File: src/hw/rtl/sobel_pkg.sv
// Shared constants, register codes and types of the Sobel gradient filter.
package sobel_pkg;

	// Defaults of the top-level parameters.
	localparam int MAX_WIDTH_DEF  = 2048;
	localparam int MAX_HEIGHT_DEF = 2048;
	localparam int PIXEL_BITS_DEF = 16;

	// Field widths fixed by the register map and the result format.
	localparam int POS_W     = 11;
	localparam int CFG_W     = 12;
	localparam int CFG_IDX_W = 2;
	// Wide enough for the largest frame size plus one.
	localparam int CMP_W     = 14;

	// Register indexes.
	localparam logic [CFG_IDX_W-1:0] REG_DIRECTION = 2'd0;
	localparam logic [CFG_IDX_W-1:0] REG_WIDTH     = 2'd1;
	localparam logic [CFG_IDX_W-1:0] REG_HEIGHT    = 2'd2;

	// Register reset values.
	localparam logic [CFG_W-1:0] WIDTH_RST  = 12'd640;
	localparam logic [CFG_W-1:0] HEIGHT_RST = 12'd480;

	// Gradient direction codes.
	localparam logic DIR_X = 1'b0;
	localparam logic DIR_Y = 1'b1;

	// Result slots of one pixel, in emission order.
	localparam int NUM_SLOTS = 4;
	localparam logic [1:0] SLOT_PREV_LEFT = 2'd0;
	localparam logic [1:0] SLOT_PREV_HERE = 2'd1;
	localparam logic [1:0] SLOT_CURR_LEFT = 2'd2;
	localparam logic [1:0] SLOT_CURR_HERE = 2'd3;

	// Control of one result bundle handed to the emitter.
	typedef struct packed {
		logic [NUM_SLOTS-1:0] mask;
		logic                 row_ge1;
		logic                 row_ge2;
	} bundle_ctrl_t;

endpackage

File: src/hw/rtl/sobel_emitter.sv
// Result bundle, shared Sobel unit and output register.
module sobel_emitter #(
	parameter int PIXEL_BITS = sobel_pkg::PIXEL_BITS_DEF
) (
	input  logic                               clk,
	input  logic                               arst_n,
	input  logic                               direction,
	input  logic                               load,
	input  sobel_pkg::bundle_ctrl_t            load_ctrl,
	input  logic [sobel_pkg::POS_W-1:0]        load_row,
	input  logic [sobel_pkg::POS_W-1:0]        load_col,
	input  logic [PIXEL_BITS-1:0]              load_lcol [3],
	input  logic [PIXEL_BITS-1:0]              load_bcol [3],
	input  logic [PIXEL_BITS-1:0]              load_ccol [3],
	output logic                               take_ready,
	output logic                               res_valid,
	input  logic                               res_ready,
	output logic signed [PIXEL_BITS+2:0]       res_gradient,
	output logic [sobel_pkg::POS_W-1:0]        res_row,
	output logic [sobel_pkg::POS_W-1:0]        res_col,
	output logic                               res_last
);

	localparam int GW = PIXEL_BITS + 3;
	localparam int SW = PIXEL_BITS + 2;
	localparam int NS = sobel_pkg::NUM_SLOTS;

	logic                        bnd_valid_q;
	logic [NS-1:0]               mask_q;
	logic                        ge1_q;
	logic                        ge2_q;
	logic [sobel_pkg::POS_W-1:0] row_q;
	logic [sobel_pkg::POS_W-1:0] col_q;
	logic [PIXEL_BITS-1:0]       lcol_q [3];
	logic [PIXEL_BITS-1:0]       bcol_q [3];
	logic [PIXEL_BITS-1:0]       ccol_q [3];

	logic                        out_valid_q;
	logic signed [GW-1:0]        grad_q;
	logic [sobel_pkg::POS_W-1:0] orow_q;
	logic [sobel_pkg::POS_W-1:0] ocol_q;
	logic                        olast_q;

	logic [1:0]                  pick;
	logic [NS-1:0]               pick_bit;
	logic                        pick_last;
	logic                        emit;
	logic [PIXEL_BITS-1:0]       lc [3];
	logic [PIXEL_BITS-1:0]       cc [3];
	logic [PIXEL_BITS-1:0]       rc [3];
	logic [1:0]                  ti;
	logic [1:0]                  mi;
	logic [1:0]                  bi;
	logic [sobel_pkg::POS_W-1:0] sel_row;
	logic [sobel_pkg::POS_W-1:0] sel_col;
	logic [SW-1:0]               pos_sum;
	logic [SW-1:0]               neg_sum;
	logic signed [GW-1:0]        grad_c;

	// Lowest pending slot goes first.
	always_comb begin
		if (mask_q[0]) begin
			pick = sobel_pkg::SLOT_PREV_LEFT;
		end else if (mask_q[1]) begin
			pick = sobel_pkg::SLOT_PREV_HERE;
		end else if (mask_q[2]) begin
			pick = sobel_pkg::SLOT_CURR_LEFT;
		end else begin
			pick = sobel_pkg::SLOT_CURR_HERE;
		end
		pick_bit  = NS'(1) << pick;
		pick_last = (mask_q & ~pick_bit) == '0;
	end

	assign emit       = bnd_valid_q && (!out_valid_q || res_ready);
	assign take_ready = !bnd_valid_q || (emit && pick_last);

	// Window columns and kernel rows of the chosen slot.
	always_comb begin
		unique case (pick)
			sobel_pkg::SLOT_PREV_LEFT, sobel_pkg::SLOT_CURR_LEFT: begin
				lc = lcol_q;
				cc = bcol_q;
				rc = ccol_q;
				sel_col = col_q - sobel_pkg::POS_W'(1);
			end
			default: begin
				lc = bcol_q;
				cc = ccol_q;
				rc = ccol_q;
				sel_col = col_q;
			end
		endcase
		if (pick == sobel_pkg::SLOT_PREV_LEFT || pick == sobel_pkg::SLOT_PREV_HERE) begin
			ti = ge2_q ? 2'd0 : 2'd1;
			mi = 2'd1;
			bi = 2'd2;
			sel_row = row_q - sobel_pkg::POS_W'(1);
		end else begin
			ti = ge1_q ? 2'd1 : 2'd2;
			mi = 2'd2;
			bi = 2'd2;
			sel_row = row_q;
		end
	end

	always_comb begin
		if (direction == sobel_pkg::DIR_X) begin
			pos_sum = SW'(lc[ti]) + (SW'(lc[mi]) << 1) + SW'(lc[bi]);
			neg_sum = SW'(rc[ti]) + (SW'(rc[mi]) << 1) + SW'(rc[bi]);
		end else begin
			pos_sum = SW'(lc[ti]) + (SW'(cc[ti]) << 1) + SW'(rc[ti]);
			neg_sum = SW'(lc[bi]) + (SW'(cc[bi]) << 1) + SW'(rc[bi]);
		end
		grad_c = $signed(GW'(pos_sum)) - $signed(GW'(neg_sum));
	end

	always_ff @(posedge clk or negedge arst_n) begin
		if (!arst_n) begin
			bnd_valid_q <= 1'b0;
			mask_q      <= '0;
		end else if (load) begin
			bnd_valid_q <= 1'b1;
			mask_q      <= load_ctrl.mask;
		end else if (emit) begin
			bnd_valid_q <= !pick_last;
			mask_q      <= mask_q & ~pick_bit;
		end
	end

	always_ff @(posedge clk) begin
		if (load) begin
			ge1_q  <= load_ctrl.row_ge1;
			ge2_q  <= load_ctrl.row_ge2;
			row_q  <= load_row;
			col_q  <= load_col;
			lcol_q <= load_lcol;
			bcol_q <= load_bcol;
			ccol_q <= load_ccol;
		end
	end

	always_ff @(posedge clk or negedge arst_n) begin
		if (!arst_n) begin
			out_valid_q <= 1'b0;
		end else if (emit) begin
			out_valid_q <= 1'b1;
		end else if (res_ready) begin
			out_valid_q <= 1'b0;
		end
	end

	always_ff @(posedge clk) begin
		if (emit) begin
			grad_q  <= grad_c;
			orow_q  <= sel_row;
			ocol_q  <= sel_col;
			olast_q <= pick_last;
		end
	end

	assign res_valid    = out_valid_q;
	assign res_gradient = grad_q;
	assign res_row      = orow_q;
	assign res_col      = ocol_q;
	assign res_last     = olast_q;

	// A held bundle always has a result left to send.
	a_bundle_pending: assert property (@(posedge clk) disable iff (!arst_n)
		bnd_valid_q |-> mask_q != '0)
		else $error("result bundle held with no pending slot");

	// A new bundle only replaces one that finishes in the same cycle.
	a_no_overwrite: assert property (@(posedge clk) disable iff (!arst_n)
		load |-> !bnd_valid_q || (emit && pick_last))
		else $error("result bundle overwritten before it was drained");

endmodule

File: config.mk
export PLATFORM = sky130hd
export DESIGN_NAME = sobel_emitter
export DESIGN_NICKNAME = d
export VERILOG_FILES = /design/src/hw/rtl/sobel_pkg.sv /design/src/hw/rtl/sobel_emitter.sv
export SDC_FILE = /design/constraint.sdc
export NUM_CORES = 1
export LEC_CHECK = 0
export BUFFER_PORTS_ARGS = -buffer_cell sky130_fd_sc_hd__buf_2
export CORE_ASPECT_RATIO = 1.1
export CORE_MARGIN = 2
export CORE_UTILIZATION = 39
export CTS_CLUSTER_SIZE = 25
export DETAILED_ROUTE_END_ITERATION = 8
export PLACE_DENSITY = 0.71
export SLEW_MARGIN = 20
export SYNTH_ARGS = -nofsm -noshare
export SYNTH_HDL_FRONTEND = slang
export SYNTH_SLANG_ARGS = --single-unit
File: constraint.sdc
create_clock -name clk -period 6.05 [get_ports clk]
set_input_delay 0.605 -clock clk [delete_from_list [all_inputs] [get_ports clk]]
set_output_delay 0.605 -clock clk [all_outputs]
set_load 0.03 [all_outputs]
Word level (Yosys, flattened, before mapping)
Cells that the tools add are included.

storage, ports and cells
  flip-flop bits (word level) = 216
  bits of input ports = 177
  output and inout port bits = 44
  logic and storage cells = 87

operators by class
  add/subtract/negate cells = 11
  order comparisons = 2
  equality and inequality tests = 2
  shifts and indexed selects = 1
  muxes and demuxes = 34
  bitwise gates (word level) = 4
  reduce and logical (&&, ||, !) cells = 13

operator list
  kind                                                       number
  binary-select mux 16 bit (select 2 bit)                    5
  2-to-1 mux 16 bit                                          10
  2-to-1 mux 48 bit                                          2
  adder 16 x 17 -> 18 bit                                    4
  adder 18 x 16 -> 18 bit                                    4
  2-to-1 mux 18 bit                                          2
  2-to-1 mux 11 bit                                          2
  subtractor 11 x 1 -> 11 bit (second input constant)        2
  subtractor 18 x 18 -> 19 bit                               1
  2-to-1 mux 2 bit                                           5
  2-to-1 mux 4 bit                                           2
  greater-or-equal comparator 3 bit (second input constant)  2
  2-to-1 mux 1 bit                                           6
  NOT 2 -> 3 bit                                             2
  AND 4 bit                                                  1
  logical NOT 4 bit                                          1
  NOT 4 bit                                                  1
  nonzero test 2 bit                                         2
  left shift 1 x 2 -> 4 bit (first input constant)           1
  logical NOT 1 bit                                          3
  logical OR 1 bit                                           3
  equality test 2 x 1 -> 1 bit (second input constant)       1
  equality test 2 bit (second input constant)                1
  logical AND 1 bit                                          2
  other kinds (2)                                            2

Logic depth before layout (Yosys ltp)
  depth in word-level cells = 14
  gate-level depth with buffers = 31
  depth with buffers taken out = 29

Least setup slack after synthesis
No wires, ideal clock.

  kind = reg-to-reg
  start point = register mask_q[0]
  end point = register grad_q[15], in the netlist res_gradient[15] (data pin)
  library setup time = 0.259 ns
  arrival time = 5.437 ns
  slack = 0.354 ns
  stages on the path, launching flop included = 29
  buffers on the path = 3
  period minus slack after synthesis = 5.696 ns
  path through = dfrtp_1 > buf_6 > or2_1 > buf_6 > and2_4 > buf_6 > nor2_8 > mux4_1 > mux2i_1 > fa_1 > inv_1 > ha_1 > inv_1 > fa_1 > nor2b_1 > o21a_1 > o21ai_1 > nand2b_1 > a21o_1 > a21boi_0 > xor2_1 > a221oi_1 > ha_1 > and2_1 > o21ai_0 > nand3_1 > a31o_2 > a21oi_1 > xnor2_1

between the ends
  cells in the longest elaborated chain, start to end = 12

ends and longest elaborated chain
  item                                                               RTL line                                                          text
  from (decl)                                                        sobel_emitter.sv:29                                               logic [NS-1:0] mask_q;
  from (signal assigned)                                             sobel_emitter.sv:124                                              mask_q <= load_ctrl.mask;
  from (signal assigned)                                             sobel_emitter.sv:127                                              mask_q <= mask_q & ~pick_bit;
  2-to-1 mux 2 bit *                                                 sobel_emitter.sv:62                                               if (mask_q[0]) begin
  equality test 2 x 1 -> 1 bit or logical NOT 2 bit (tied branches)  sobel_emitter.sv:94, sobel_emitter.sv:80
  logical OR 1 bit                                                   sobel_emitter.sv:94                                               if (pick == sobel_pkg::SLOT_PREV_LEFT || pick == sobel_pkg::SLOT_PREV_HERE) begin
  2-to-1 mux 2 bit                                                   sobel_emitter.sv:94
  NOT 2 -> 3 bit, on equally long branches                           sobel_emitter.sv:109, sobel_emitter.sv:110, sobel_emitter.sv:112
  binary-select mux 16 bit (select 2 bit), on equally long branches  sobel_emitter.sv:109, sobel_emitter.sv:112, sobel_emitter.sv:110
  2-to-1 mux 16 bit, on equally long branches (2 in a row)           sobel_emitter.sv:109, sobel_emitter.sv:112, sobel_emitter.sv:110
  adder 16 x 17 -> 18 bit, on equally long branches                  sobel_emitter.sv:109, sobel_emitter.sv:110, sobel_emitter.sv:112
  adder 18 x 16 -> 18 bit, on equally long branches                  sobel_emitter.sv:109, sobel_emitter.sv:110, sobel_emitter.sv:112
  2-to-1 mux 18 bit                                                  sobel_emitter.sv:108                                              if (direction == sobel_pkg::DIR_X) begin
  subtractor 18 x 18 -> 19 bit *                                     sobel_emitter.sv:115                                              grad_c = $signed(GW'(pos_sum)) - $signed(GW'(neg_sum));
  via grad_c[15]                                                     sobel_emitter.sv:58                                               logic signed [GW-1:0] grad_c;
  to (signal assigned)                                               sobel_emitter.sv:155                                              grad_q <= grad_c;
  to (decl)                                                          sobel_emitter.sv:39                                               logic signed [GW-1:0] grad_q;

The timed path passes the listed nets; every way through them passes the cells marked *. The select of a mux whose other input is x is not followed.
A chain may end at the register's enable or synchronous reset.

Final worst setup path
  start point = register mask_q[1]
  end point = register grad_q[17], in the netlist res_gradient[17] (data pin)

between the ends
  cells in the longest elaborated chain, start to end = 13

ends and longest elaborated chain
  item                                                               RTL line                                                          text
  2-to-1 mux 2 bit *                                                 sobel_emitter.sv:64                                               end else if (mask_q[1]) begin
  2-to-1 mux 2 bit *                                                 sobel_emitter.sv:62
  equality test 2 x 1 -> 1 bit or logical NOT 2 bit (tied branches)  sobel_emitter.sv:94, sobel_emitter.sv:80
  logical OR 1 bit                                                   sobel_emitter.sv:94
  2-to-1 mux 2 bit                                                   sobel_emitter.sv:94
  NOT 2 -> 3 bit, on equally long branches                           sobel_emitter.sv:109, sobel_emitter.sv:110, sobel_emitter.sv:112
  binary-select mux 16 bit (select 2 bit), on equally long branches  sobel_emitter.sv:109, sobel_emitter.sv:112, sobel_emitter.sv:110
  2-to-1 mux 16 bit, on equally long branches (2 in a row)           sobel_emitter.sv:109, sobel_emitter.sv:112, sobel_emitter.sv:110
  adder 16 x 17 -> 18 bit, on equally long branches                  sobel_emitter.sv:109, sobel_emitter.sv:110, sobel_emitter.sv:112
  adder 18 x 16 -> 18 bit, on equally long branches                  sobel_emitter.sv:109, sobel_emitter.sv:110, sobel_emitter.sv:112
  2-to-1 mux 18 bit                                                  sobel_emitter.sv:108
  subtractor 18 x 18 -> 19 bit *                                     sobel_emitter.sv:115
  via grad_c[17]                                                     sobel_emitter.sv:58

Marked as above.

==> impl_metrics.env <==
export IMPL_fin_crit_sh=0.958
export IMPL_arrival_ns=6.06
export IMPL_drc_errors=0
export IMPL_cts_tree="done"
export IMPL_tightestPinTransition_ns=0.960
export IMPL_final_cell_area_mm2=0.0172
export IMPL_synth_seq_cells=216
export IMPL_hold_path_startpoint="load_bcol[35]"
export IMPL_drtAntennaViolNets=0
export IMPL_synth_top_family_by_area="adder cells"
export IMPL_reg2reg_setup_slack_ns=0.26
export IMPL_synthSimpleGateAreaFrac=0.128
export IMPL_worstPathMaxFanout=16
export IMPL_cellPowerDensity_mw_per_mm2=528
export IMPL_wire_per_inst_um=18.2
export IMPL_dp_slack_ns=0.0815
export IMPL_layout_drive_gt1_share=0.207
export IMPL_antenna_found_initial=1
export IMPL_worstReg2RegEnd="res_gradient[17]"
export IMPL_timing_hold_ws_ns=0.233
export IMPL_die_h_um=208
export IMPL_synth_compound_area_frac=0.112
export IMPL_cts_buffer_depth=3
export IMPL_worstHoldPathCells=1
export IMPL_grt_max_degree=72
export IMPL_syn_to_final_growth_pct=17.4
export IMPL_route_vias_total=11000
export IMPL_fin_nets=1915
export IMPL_peakVddDrop_mv=0.233
export IMPL_rows=74
export IMPL_gp_congestion=0.967
export IMPL_slew_violations=0
export IMPL_initial_core_util=0.395
export IMPL_synth_fa_ha_area_frac=0.164
export IMPL_cts_sinks=216
export IMPL_wirelength_um=38100
export IMPL_worst_slack_ns=0.255
export IMPL_crit_path_start_kind="register"
export IMPL_yosysWarnings=0
export IMPL_critPathKind="reg2reg"
export IMPL_core_area_mm2=0.0371
export IMPL_pin_count=221
export IMPL_timing_fmax_mhz=173
export IMPL_cp_end_kind="register"
export IMPL_syn_nets=1688
export IMPL_path_clk_slew_ns=0.07
export IMPL_period_needed_ns=5.79
export IMPL_synthMuxAreaShare=0.0678
export IMPL_synthCells=1358
export IMPL_grt_usage=0.190
export IMPL_syn_area_per_cell_um2=10.8
export IMPL_synth_area_leaders="edfxtp_1 43%, fa_1 8.9%, ha_1 7.5%, nand2_1 6.2%, mux2i_1 3.4%"
export IMPL_die_area_mm2=0.0392
export IMPL_synth_ff_type="edfxtp_1"
export IMPL_dieWidth_um=189
export IMPL_cp_required_ns=6.31
export IMPL_numPortBuffers=220
export IMPL_globalRouteOverflowTotal=0
export IMPL_setup_viol=0
export IMPL_status="finished clean"
export IMPL_drtPass1Iterations=8
export IMPL_rr_worst_depth=25
export IMPL_ys_seq_area_frac=0.440
export IMPL_h_tree_depth=1
export IMPL_r2r_start="mask_q[1]"
export IMPL_synth_top_cell_by_area="edfxtp_1"
export IMPL_synth_edf_count=210
export IMPL_hold_viol=0
export IMPL_synth_top_area_share=0.429
export IMPL_drt_initial_drc_count=1065
export IMPL_synthXorXnorAreaFrac=0.0471
export IMPL_post_drt_via_cell_ratio=5.23
export IMPL_async_flop_share=0.0278
export IMPL_fin_skew_ns=0.0381
export IMPL_hold_path_class="in2reg"
export IMPL_synthesis_area_mm2=0.0147
export IMPL_worstHoldEndpoint="bcol_q[35]"
export IMPL_root_buffer="clkbuf_16"
export IMPL_diodes=0
export IMPL_total_leakage_power_uw=0.00751
export IMPL_cap_violations=0
export IMPL_dp_hpwl_um=30500
export IMPL_grt_pass1_vias=10900
export IMPL_clock_latency_ns=0.55
export IMPL_grt_pass1_wl_um=58900
export IMPL_cts_buffers=22
export IMPL_ys_types=72
export IMPL_place_area_mm2=0.0164
export IMPL_relSlewSlack=0.360
-- cells in the mapped netlist (3+ instances only) --
library cell,number
a211oi_1,8
a21boi_0,5
a21o_1,15
a21oi_1,86
a311oi_1,3
a31oi_1,8
and2_1,5
and3_1,10
buf_1,6
buf_2,6
buf_6,4
clkbuf_1,25
dfrtp_1,6
edfxtp_1,210
fa_1,65
ha_1,88
inv_1,100
mux2_2,3
mux2i_1,50
mux4_1,3
mux4_2,17
nand2_1,244
nand2b_1,18
nand3_1,13
nand3b_1,3
nand4_1,3
nor2_1,78
nor2b_1,8
nor3_1,23
nor4_1,4
nor4b_1,3
o211ai_1,5
o21a_1,10
o21ai_0,74
o21ai_1,8
o21bai_1,9
o221a_2,3
o31ai_1,6
o41ai_1,3
or3_1,4
xnor2_1,49
xor2_1,30
-- worst max-delay path, stage by stage (launching register included) --
cell and delay (ns):
dfrtp_1 0.35, buf_4 0.16, inv_1 0.12, a21oi_4 0.24, buf_6 0.23, mux4_2 0.52
mux2i_1 0.28, fa_1 0.48, inv_1 0.07, ha_1 0.26, nor2b_1 0.15, o21a_1 0.19
o21ai_1 0.22, nand2b_1 0.08, a21o_1 0.20, a21boi_0 0.23, xor2_1 0.13, a221oi_2 0.28
ha_1 0.31, and2_1 0.18, o21ai_1 0.16, nand3_1 0.14, nand2_1 0.12, o2111ai_1 0.17
a21oi_2 0.17, xnor2_1 0.08
-- cells in the final DEF (no fill, tap or decap), types with 8 or more instances in the layout --
cell type,count
o21a_1,10
nand2b_1,18
nand2_1,243
o21ai_0,72
ha_1,88
o21ai_1,10
o21bai_1,9
and3_1,10
clkbuf_16,23
inv_1,99
buf_4,22
edfxtp_1,210
nor2_1,77
nor2b_1,8
mux2i_1,48
a21o_1,15
nor3_1,23
fa_1,65
a31oi_1,8
mux4_2,18
xor2_1,30
a21oi_1,84
buf_2,219
nand3_1,13
a211oi_1,8
xnor2_1,49
-- metal layers --
metal  part of all wire  global-route usage
met5            0.00032                   0
met4              0.023              0.0550
met3              0.079              0.0353
met2               0.45               0.302
met1               0.45               0.266
-- report_power, final --
group / internal [µW] / total [µW] / switching, µW
logic: 2380 / 5530 / 3150
registers: 2030 / 2130 / 100
clock network: 840 / 1450 / 609
total: 5250 / 9110 / 3860
-- cell type report --
cell class                 count  area [µm²]
tap                          494         618
inverter                     100         375
timing repair buffer         247        1350
multi-input combinational    998        7670
sequential                   216        6460
clock buffer                  25         583
clock inverter                15         186
fill                        3401       19900
-- kinds of logic after synthesis --
group                    count (synthesis)
buffers and inverters                  144
AO/OA/AOI/OAI                          263
flip-flops                             216
multiplexers                            73
XOR/XNOR                                79
adder cells (fa/ha/maj)                154
AND/OR/NAND/NOR                        429
-- how the worst max path moves through the flow --
stage                    from                to
global route        mask_q[1]  res_gradient[17]
finish              mask_q[1]  res_gradient[17]
detailed placement  mask_q[0]  res_gradient[17]
floorplan           mask_q[0]  res_gradient[15]
global placement    mask_q[0]  res_gradient[17]
CTS                 mask_q[0]  res_gradient[17]
-- what timing repair did --
action                                 CTS  global route
endpoints found under the hold margin    6             0
setup endpoints to repair                0             5
resized for setup                        0            20
setup buffers                            0             1
hold buffers                             1             0
-- stage by stage --
| stage | instances | utilization | TNS, ns | power [µW] |
|---|---|---|---|---|
| 2_1_floorplan | 1358 | - | 0 | 6300 |
| 3_3_place_gp | 2053 | 0.442 | 0 | 7410 |
| 3_5_place_dp | 2053 | 0.442 | 0 | 7530 |
| 4_1_cts | 2094 | 0.463 | 0 | 9020 |
| 5_1_grt | 2095 | 0.464 | -0.00455 | 9840 |
| 6_report | 2095 | 0.464 | 0 | 9110 |
-- sequential cells by signal, summed over array words and instances, names as in the netlist, 4 cells and up --
name / count
row_q: 11
res_col: 11
res_row: 11
lcol_q: 48
mask_q: 4
bcol_q: 48
col_q: 11
res_gradient: 19
ccol_q: 48
Power figures use the tool's default switching activity.
